$ cat src/rtl/tksi_pkg.sv
// shared types and constants for the top-k sorted insert block
package tksi_pkg;

    localparam int MAX_ENTRIES = 24;
    localparam int IDX_W       = 5;
    localparam int SCORE_W     = 32;
    localparam int TAG_W       = 32;

    typedef enum logic [1:0] {
        CMD_INSERT = 2'd0,
        CMD_CLEAR  = 2'd1,
        CMD_READ   = 2'd2
    } t_cmd;

    typedef struct packed {
        t_cmd                      cmd;
        logic signed [SCORE_W-1:0] item_score;
        logic [TAG_W-1:0]          item_tag;
        logic [IDX_W-1:0]          read_index;
    } t_in_item;

    typedef struct packed {
        logic                      accepted;
        logic [IDX_W-1:0]          insert_position;
        logic [IDX_W-1:0]          entry_count;
        logic                      entry_valid;
        logic signed [SCORE_W-1:0] entry_score;
        logic [TAG_W-1:0]          entry_tag;
    } t_out_item;

    // broadcast from the top level to every cell
    typedef struct packed {
        logic                      insert_en;
        logic signed [SCORE_W-1:0] score;
        logic [TAG_W-1:0]          tag;
    } t_cell_ctrl;

    // status a cell reports back
    typedef struct packed {
        logic ge;
        logic take;
    } t_cell_stat;

endpackage

$ cat src/rtl/tksi_cell.sv
// one list slot: compares against the new score, keeps, loads, or takes its upper neighbor
module tksi_cell (
    input  logic                              i_clk,
    input  tksi_pkg::t_cell_ctrl              i_ctrl,
    input  logic                              i_slot_valid,
    input  logic                              i_prev_ge,
    input  logic signed [tksi_pkg::SCORE_W-1:0] i_prev_score,
    input  logic [tksi_pkg::TAG_W-1:0]        i_prev_tag,
    output tksi_pkg::t_cell_stat              o_stat,
    output logic signed [tksi_pkg::SCORE_W-1:0] o_score,
    output logic [tksi_pkg::TAG_W-1:0]        o_tag
);

    logic signed [tksi_pkg::SCORE_W-1:0] r_score;
    logic [tksi_pkg::TAG_W-1:0]          r_tag;
    logic                                w_ge;
    logic                                w_take;

    // equal scores stay above the new item so ties keep arrival order
    assign w_ge   = i_slot_valid && (r_score >= i_ctrl.score);
    assign w_take = i_prev_ge && !w_ge;

    always_ff @(posedge i_clk) begin
        if (i_ctrl.insert_en) begin
            if (w_take) begin
                r_score <= i_ctrl.score;
                r_tag   <= i_ctrl.tag;
            end else if (!i_prev_ge) begin
                r_score <= i_prev_score;
                r_tag   <= i_prev_tag;
            end
        end
    end

    assign o_stat.ge   = w_ge;
    assign o_stat.take = w_take;
    assign o_score     = r_score;
    assign o_tag       = r_tag;

endmodule

$ cat src/rtl/top_k_sorted_insert.sv
// top level: chain of sorted cells with command decode and registered result
// Takes one command (insert, clear, read) per clock cycle; busy never rises.
// Each command gives one result, shown with o_done high for exactly one cycle
// on the cycle after the transfer; the receiver cannot stall, so the result
// must be captured then. The insert goes through a row of 24 cells that all
// compare the new score in parallel and shift in the same cycle, so the
// critical path is one 32-bit compare per cell plus the accept decision over
// the row. Writing capacity clears the list and must be done while idle.
module top_k_sorted_insert (
    input  logic                   i_clk,
    input  logic                   i_rst_n,
    input  logic                   start,
    output logic                   busy,
    input  tksi_pkg::t_in_item     i_item,
    input  logic                   i_cfg_we,
    input  logic [tksi_pkg::IDX_W-1:0] i_cfg_wdata,
    output logic                   o_done,
    output tksi_pkg::t_out_item    o_result
);

    localparam int N = tksi_pkg::MAX_ENTRIES;

    logic [tksi_pkg::IDX_W-1:0] r_cap;
    logic [tksi_pkg::IDX_W-1:0] r_count;
    logic [tksi_pkg::IDX_W-1:0] n_count;
    logic                       r_done;
    tksi_pkg::t_out_item        r_result;
    tksi_pkg::t_out_item        n_result;

    tksi_pkg::t_cell_ctrl       w_ctrl;
    tksi_pkg::t_cell_stat       w_stat [N];
    logic signed [tksi_pkg::SCORE_W-1:0] w_score [N];
    logic [tksi_pkg::TAG_W-1:0] w_tag [N];
    logic [N-1:0]               w_valid;

    logic                       w_fire;
    logic [tksi_pkg::IDX_W-1:0] w_cap;
    logic                       w_full;
    logic                       w_hit;
    logic [tksi_pkg::IDX_W-1:0] w_pos;
    logic                       w_ins_ok;

    assign busy   = 1'b0;
    assign w_fire = start && !busy;
    assign w_cap  = (r_cap > tksi_pkg::IDX_W'(N)) ? tksi_pkg::IDX_W'(N) : r_cap;
    assign w_full = (r_count == w_cap);

    genvar gi;
    generate
        for (gi = 0; gi < N; gi++) begin : g_cell
            assign w_valid[gi] = (tksi_pkg::IDX_W'(gi) < r_count);
            if (gi == 0) begin : g_head
                tksi_cell u_cell (
                    .i_clk        (i_clk),
                    .i_ctrl       (w_ctrl),
                    .i_slot_valid (w_valid[gi]),
                    .i_prev_ge    (1'b1),
                    .i_prev_score (w_ctrl.score),
                    .i_prev_tag   (w_ctrl.tag),
                    .o_stat       (w_stat[gi]),
                    .o_score      (w_score[gi]),
                    .o_tag        (w_tag[gi])
                );
            end else begin : g_body
                tksi_cell u_cell (
                    .i_clk        (i_clk),
                    .i_ctrl       (w_ctrl),
                    .i_slot_valid (w_valid[gi]),
                    .i_prev_ge    (w_stat[gi-1].ge),
                    .i_prev_score (w_score[gi-1]),
                    .i_prev_tag   (w_tag[gi-1]),
                    .o_stat       (w_stat[gi]),
                    .o_score      (w_score[gi]),
                    .o_tag        (w_tag[gi])
                );
            end
        end
    endgenerate

    // ge is a prefix over the row, so at most one cell can take the new item
    always_comb begin
        w_hit = 1'b0;
        w_pos = '0;
        for (int i = 0; i < N; i++) begin
            if (w_stat[i].take) begin
                w_pos = w_pos | tksi_pkg::IDX_W'(i);
                if (w_valid[i]) begin
                    w_hit = 1'b1;
                end
            end
        end
    end

    // a full list accepts only if the new score lands above the last entry
    assign w_ins_ok = w_fire && (i_item.cmd == tksi_pkg::CMD_INSERT) &&
                      (w_cap != '0) && (!w_full || w_hit);

    assign w_ctrl.insert_en = w_ins_ok;
    assign w_ctrl.score     = i_item.item_score;
    assign w_ctrl.tag       = i_item.item_tag;

    always_comb begin
        n_count  = r_count;
        n_result = '0;
        unique case (i_item.cmd)
            tksi_pkg::CMD_INSERT: begin
                if (w_ins_ok) begin
                    n_result.accepted        = 1'b1;
                    n_result.insert_position = w_pos;
                    if (!w_full) begin
                        n_count = r_count + tksi_pkg::IDX_W'(1);
                    end
                end
            end
            tksi_pkg::CMD_CLEAR: begin
                n_count = '0;
            end
            tksi_pkg::CMD_READ: begin
                if (i_item.read_index < r_count) begin
                    n_result.entry_valid = 1'b1;
                    for (int i = 0; i < N; i++) begin
                        if (i_item.read_index == tksi_pkg::IDX_W'(i)) begin
                            n_result.entry_score = w_score[i];
                            n_result.entry_tag   = w_tag[i];
                        end
                    end
                end
            end
            default: begin
                n_count = r_count;
            end
        endcase
        n_result.entry_count = n_count;
    end

    always_ff @(posedge i_clk) begin
        if (!i_rst_n) begin
            r_cap   <= tksi_pkg::IDX_W'(N);
            r_count <= '0;
            r_done  <= 1'b0;
        end else begin
            r_done <= w_fire;
            if (i_cfg_we) begin
                r_cap   <= i_cfg_wdata;
                r_count <= '0;
            end else if (w_fire) begin
                r_count <= n_count;
            end
        end
    end

    always_ff @(posedge i_clk) begin
        if (w_fire) begin
            r_result <= n_result;
        end
    end

    assign o_done   = r_done;
    assign o_result = r_result;

endmodule

$ cat config.mk
export PLATFORM = sky130hd
export DESIGN_NAME = top_k_sorted_insert
export DESIGN_NICKNAME = d
export VERILOG_FILES = /design/src/rtl/tksi_pkg.sv /design/src/rtl/tksi_cell.sv /design/src/rtl/top_k_sorted_insert.sv
export SDC_FILE = /design/constraint.sdc
export NUM_CORES = 2
export LEC_CHECK = 0
export ABC_AREA = 0
export BUFFER_PORTS_ARGS = -buffer_cell sky130_fd_sc_hd__buf_2
export CELL_PAD_IN_SITES_DETAIL_PLACEMENT = 1
export CELL_PAD_IN_SITES_GLOBAL_PLACEMENT = 1
export CORE_MARGIN = 2
export CORE_UTILIZATION = 50
export CTS_CLUSTER_SIZE = 12
export DETAILED_ROUTE_END_ITERATION = 10
export GPL_ROUTABILITY_DRIVEN = 0
export GPL_TIMING_DRIVEN = 0
export PLACE_DENSITY = 0.78
export SETUP_SLACK_MARGIN = 0.5
export SYNTH_ARGS = -nofsm -noshare
export SYNTH_HDL_FRONTEND = slang
export SYNTH_SLANG_ARGS = --single-unit
$ cat constraint.sdc
create_clock -name i_clk -period 22.9 [get_ports i_clk]
set_input_delay 1.145 -clock i_clk [delete_from_list [all_inputs] [get_ports i_clk]]
set_output_delay 1.145 -clock i_clk [all_outputs]
set_load 0.1 [all_outputs]
## Word level (Yosys, flattened, before mapping)

Cells that the tools add are included.

| storage, ports and cells | value |
|---|---|
| bits in registers | 1,623 |
| input bits | 80 |
| output and inout port bits | 78 |

| cells by class | value |
|---|---|
| add/sub/neg operators | 1 |
| magnitude comparators | 50 |
| equal/unequal tests | 49 |
| multiplexer cells | 193 |
| bitwise gates (word level) | 2 |
| reductions and logical operators | 105 |

Operator list:

| cell | count |
|---|---|
| two-way mux 32 bit | 92 |
| two-way mux 64 bit | 24 |
| >= comparator 32 bit | 24 |
| two-way mux 65 bit | 1 |
| two-way mux 5 bit | 11 |
| AND reduction 2 bit | 26 |
| logical AND 1 bit | 50 |
| two-way mux 1 bit | 49 |
| != test 2 bit (second input constant) | 23 |
| equality test 5 x 4 -> 1 bit (second input constant) | 8 |
| equality test 5 bit (second input constant) | 8 |
| < comparator 4 x 5 -> 1 bit (first input constant) | 8 |
| < comparator 5 bit (first input constant) | 8 |
| two-way mux 4 bit | 8 |
| logical NOT 1 bit | 24 |
| equality test 5 x 3 -> 1 bit (second input constant) | 4 |
| < comparator 3 x 5 -> 1 bit (first input constant) | 4 |
| two-way mux 3 bit | 4 |
| equality test 5 x 2 -> 1 bit (second input constant) | 2 |
| < comparator 1 x 5 -> 1 bit (first input constant) | 2 |
| < comparator 2 x 5 -> 1 bit (first input constant) | 2 |
| case mux 5 bit (2 select lines) | 1 |
| two-way mux 6 bit | 1 |
| adder 5 x 1 -> 5 bit (second input constant) | 1 |
| other kinds (13) | 15 |

## Longest topological paths before layout

| logic depth | value |
|---|---|
| word-level depth | 53 |
| depth in mapped cells | 17 |
| mapped depth without buffers | 12 |

## Modules after synthesis

A second synthesis with hierarchy kept.

| unflattened totals | value |
|---|---|
| cells, all modules | 8,780 |
| area, all modules | 109,836.6 um^2 |

By module, submodules not included:

| module | times used | cells an instance | area an instance (um^2) |
|---|---|---|---|
| tksi_cell | 24 | 266 | 3,865.0 |
| top_k_sorted_insert | 1 | 2,396 | 17,077.6 |

## Least setup slack after synthesis

Ideal clock, no wire load.

| timing path | value |
|---|---|
| path type | input to register |
| start | input port i_item[54] (netlist name) |
| end | register g_cell[5].g_body.u_cell.r_score (netlist bit g_cell[5].g_body.u_cell.o_score[0]) (enable) |
| arrival | 9,684 ps |
| required time | 22,298 ps |
| path slack | 12,614 ps |
| cell stages on the path | 16 |
| cells stage by stage | clkbuf_1 inv_1 clkbuf_1 ha_1 a21o_1 a211o_1 o221ai_2 o211ai_1 or4_4 a311o_1 buf_2 nor2b_4 o211ai_2 nor4_2 buf_6 a311oi_1 |

| between the ends | value |
|---|---|
| longest elaborated chain between the ends | 52 |

RTL lines:

| item | RTL line | text |
|---|---|---|
| from (decl) | top_k_sorted_insert.sv:14 | `input tksi_pkg::t_in_item i_item,` |
| >= comparator 32 bit | tksi_cell.sv:20 | `assign w_ge = i_slot_valid && (r_score >= i_ctrl.score);` |
| logical AND 1 bit | tksi_cell.sv:20 |  |
| two-way mux 1 bit or logical NOT 1 bit (tied branches) | n/a |  |
| two-way mux 1 bit or logical AND 1 bit (tied branches) | top_k_sorted_insert.sv:87, tksi_cell.sv:21 |  |
| two-way mux 1 bit | top_k_sorted_insert.sv:85 | `if (w_stat[i].take) begin` |
| two-way mux 1 bit | top_k_sorted_insert.sv:87 | `if (w_valid[i]) begin` |
| two-way mux 1 bit | top_k_sorted_insert.sv:85 |  |
| two-way mux 1 bit | top_k_sorted_insert.sv:87 |  |
| [... 36 more ...] | n/a |  |
| two-way mux 1 bit | top_k_sorted_insert.sv:85 |  |
| two-way mux 1 bit | top_k_sorted_insert.sv:87 |  |
| two-way mux 1 bit | top_k_sorted_insert.sv:85 |  |
| two-way mux 1 bit | top_k_sorted_insert.sv:87 |  |
| two-way mux 1 bit | top_k_sorted_insert.sv:85 |  |
| logical OR 1 bit | top_k_sorted_insert.sv:96 | `(w_cap != '0) && (!w_full \|\| w_hit);` |
| logical AND 1 bit | top_k_sorted_insert.sv:96 |  |
| AND reduction 2 bit (no source line) * | n/a |  |
| to (signal assigned) | tksi_cell.sv:26 | `r_score <= i_ctrl.score;` |
| to (signal assigned) | tksi_cell.sv:29 | `r_score <= i_prev_score;` |
| to (decl) | tksi_cell.sv:14 | `logic signed [tksi_pkg::SCORE_W-1:0] r_score;` |

Mark *: on every way between the ends. The rest lies on a longest branch, timed or not.
A chain may end at the register's enable or synchronous reset.

## Worst setup path after layout

| timing path | value |
|---|---|
| start | input port i_item[68] (netlist name) |
| end | register r_result (netlist bit o_result[70]) (data pin) |

| between the ends | value |
|---|---|
| longest elaborated chain between the ends | 52 |

RTL lines:

| item | RTL line | text |
|---|---|---|
| >= comparator 32 bit | tksi_cell.sv:20 |  |
| logical AND 1 bit | tksi_cell.sv:20 |  |
| two-way mux 1 bit or logical NOT 1 bit (tied branches) | n/a |  |
| two-way mux 1 bit or logical AND 1 bit (tied branches) | top_k_sorted_insert.sv:87, tksi_cell.sv:21 |  |
| two-way mux 1 bit | top_k_sorted_insert.sv:85 |  |
| two-way mux 1 bit | top_k_sorted_insert.sv:87 |  |
| two-way mux 1 bit | top_k_sorted_insert.sv:85 |  |
| two-way mux 1 bit | top_k_sorted_insert.sv:87 |  |
| [... 36 more ...] | n/a |  |
| two-way mux 1 bit | top_k_sorted_insert.sv:85 |  |
| two-way mux 1 bit | top_k_sorted_insert.sv:87 |  |
| two-way mux 1 bit | top_k_sorted_insert.sv:85 |  |
| two-way mux 1 bit | top_k_sorted_insert.sv:87 |  |
| two-way mux 1 bit | top_k_sorted_insert.sv:85 |  |
| logical OR 1 bit | top_k_sorted_insert.sv:96 |  |
| logical AND 1 bit | top_k_sorted_insert.sv:96 |  |
| AND reduction 2 bit (no source line) | n/a |  |
| to (signal assigned) | top_k_sorted_insert.sv:154 | `r_result <= n_result;` |
| to (decl) | top_k_sorted_insert.sv:27 | `tksi_pkg::t_out_item r_result;` |

Several ways; a longest one is shown, not always the timed one.

==> results.md <==
* Clock sink count at 1623
* Worst Path Required at 23420 ps
* Clock Path Buffers at 3
* FILL cells at 19260
* Initial antenna violation count at 49
* Power density cells at 68.11 nW/um2
* Total global routing overflow at 0
* Hold-fix buffers, CTS at 0
* Crit path max fanout at 33
* Syn nets at 8767
* Worst path arrival time at 9400 ps
* Syn_area_per_cell at 12.00 um2
* Max-slew headroom at -0.1457
* Max VDD drop at 0.07111 mV
* Period Utilization, post-route at 0.3879
* Placed cell area at 101800 um2
* DRT Wirelength at 451.1 mm
* DRC viols at 0
* Final antenna-violating net count at 0
* CTS buffer count at 185
* Worst Max-Slew Pin Slew at 1719 ps
* Post-CTS sizing at 0
* Per-cell routed wire length at 40.69 um
* Async set-reset flop share out of synthesis at 0
* Largest net degree at the start of global routing at 65
* Post-synth EDFFs at 1612
* Total of max-cap violations at 21
* CP peak stage delay at 1140 ps
* Status: finished, violations left
* Layout area overhead at 13.59%
* Main synth FF type: edfxtp_1
* Clk slew on worst S/H paths at 60 ps
* Clock power frac at 0.410
* Most frequent cells in the layout: edfxtp_1, mux2_2, ha_1
* Vias at 82920
* Yosys cell types at 92
* Detailed Routing Iterations Pass 1 at 9
* RSZ-0062 raised after global routing: no
* Worst setup SP type: primary input
* Skew final at 34.71 ps
* Clk Latency, worst-skew pair at 900 ps
* Final Max Tran Viols at 162
* CP most frequent cell: nor3_1
* Vias in the first global route at 82610
* Core Util, Final at 0.5733
* Detailed Route Iter0 Violations at 14680
* Setup TNS at 0 ps
* Ys Warns at 0
* Psw at 2065 uW
* Internal power at 5284 uW
* Global-route wire length before repair at 621.1 mm
* I/O pins at 158
* Initial Utilization at 0.5047
* HPWL Detailed at 344.3 mm
* Seq pwr share at 0.464
* Lkg Pwr at 0.03931 uW
* Row count at 159
* Final Hold Vio Count at 0
* Power Total at 7349 uW
* Final critical-path required period at 8882 ps
* Sequential share of the synthesized area at 0.5119
* Worst-path cell chain: buf_2 -> clkbuf_1 -> inv_1 -> clkbuf_2 -> ha_1 -> nand4_1 -> nor3_1 -> o211ai_1 -> o2111ai_1 -> nor3_1 -> mux2i_1 -> o21ai_1 -> clkbuf_1 -> nand2_1 -> nor3_1 -> nor3_1
* Final Setup Violations at 0
* Sw Ratio at 0.2810
* FMAX at 112.6 MHz
* Combinational Power Share at 0.126
* CTS H-tree lvls at 4
* Routed vias/inst at 7.480
* Die span in x at 439.9 um
* Core area at 188200 um2
* Critical path class: primary input to flip-flop
* CTS tree: yes
* Mapped Area at 94990 um2
* NumNets Final at 9260
* Most common cell after layout, fill and taps aside: edfxtp_1
* Post CTS Setup Buffer Count at 0
* Design area at 107900 um2
* HP Class: primary input to flip-flop
* Share of cells above drive strength 1 at 0.2127
* Die Y at 439.9 um
* Crit. End Element: flip-flop
* Area of the die at 193500 um2
* Clk root buf: clkbuf_16
* Number of synthesized register bits at 1623
* Port bufs at 155
* Violated checks: max-capacitance violations, max-slew violations
* Crit path max-delay cell type: clkbuf_1
* Overall routing resource usage at 0.4564
* Syn Inst Count at 7914
-- sequential cells by signal, summed over array words and instances (netlist names) --
register and flops:
g_cell.g_body.u_cell.o_tag 736, r_count 5, g_cell.g_body.u_cell.o_score 736, r_cap 5
g_cell.g_head.u_cell.o_tag 32, g_cell.g_head.u_cell.o_score 32, o_result 76, o_done 1
-- worst paths after layout --
kind / from / to / slack (ps) / cells past startpoint
worst max register to register: g_cell[9].g_body.u_cell.o_score[31] / o_result[70] / 16030 / 12
worst min register to register: r_cap[1] / r_cap[1] / 560 / 2
worst max-delay path: i_item[68] / o_result[70] / 14020 / 16
worst min-delay path: i_item[63] / g_cell[0].g_head.u_cell.o_score[26] / 430 / 1
-- critical path, delay by kind of cell --
| kind | cells | cell delay [ps] |
|---|---|---|
| muxes | 1 | 280 |
| adders and majority gates | 1 | 730 |
| and+or+nand+nor | 6 | 2330 |
| AOI/OAI and AO/OA | 3 | 1740 |
| buffers and inverters | 5 | 3100 |
-- cell families after synthesis --
family,after synthesis,share of synthesized area
AOI/OAI and AO/OA,2128,0.1423
buffers and inverters,665,0.02741
DFF,1623,0.5119
and+or+nand+nor,1557,0.07568
other,1,0.00003948
xor gates and xnor gates,1,0.00009222
muxes,1166,0.1407
adders and majority gates,773,0.1018
-- cell type report --
cell class | count | area [um2] | area share
multi-input cells | 5626 | 44060 | 0.4083
clock buffers | 240 | 4920 | 0.04560
inverters | 112 | 420.4 | 0.003896
repair buffers | 306 | 3487 | 0.03232
diodes | 28 | 70.07 | 0.0006494
flip-flops and latches | 1623 | 48630 | 0.4507
clock inverters | 103 | 943.4 | 0.008743
plain buffers | 553 | 2253 | 0.02088
well taps | 2495 | 3122 | 0.02893
-- Yosys cell counts, drive strengths merged (20+ instances only) --
master   number  area share
ha          773        0.10
o21ai       724       0.038
o22ai       107      0.0070
a221oi       63      0.0058
a21o         47      0.0037
and3         20      0.0013
a21oi       437       0.023
nor3         89      0.0052
a22oi       211       0.017
buf         128      0.0062
a222oi       40      0.0042
edfxtp     1612        0.51
nor4         30      0.0020
a211oi      111      0.0088
nand4       151      0.0099
mux4         32      0.0076
o221ai       75      0.0070
a2111oi      29      0.0029
nand2       709       0.028
mux2i        98       0.010
clkbuf      425       0.017
or3          21      0.0014
o21a         25      0.0020
nand3       127      0.0067
nand2b       26      0.0017
mux2       1036        0.12
o211ai       44      0.0035
inv         110      0.0043
nor2b        38      0.0026
nor2        274       0.011
a22o         30      0.0028
-- power by group through the flow --
stage	sequential, uW	clock, uW	combinational [uW]
final	3410	3010	923
after global routing	3410	3070	938
after CTS	3410	2980	862
after detailed placement	3470	0	849
after global placement	3490	0	753
after floorplan	3500	0	401
-- per-layer routing --
layer  wire length [um]  vias to the layer above  GRT usage
met3              68040                     2217     0.1730
li1                   -                    32220          -
met4              50720                       20     0.4089
met1             149900                    40920     0.5427
met2             182300                     7538     0.6405
met5                164                        -          0
-- per-stage QoR --
stage	hold WS (ps)	std cells	setup slack [ps]
6_report	434.6	11090	14020
5_1_grt	454.2	11070	14290
4_1_cts	431.0	11050	14700
3_5_place_dp	549.1	10710	13870
3_3_place_gp	532.7	10560	5241
2_1_floorplan	499.8	7914	12610
Note: power is estimated with default switching activity, not from simulation.
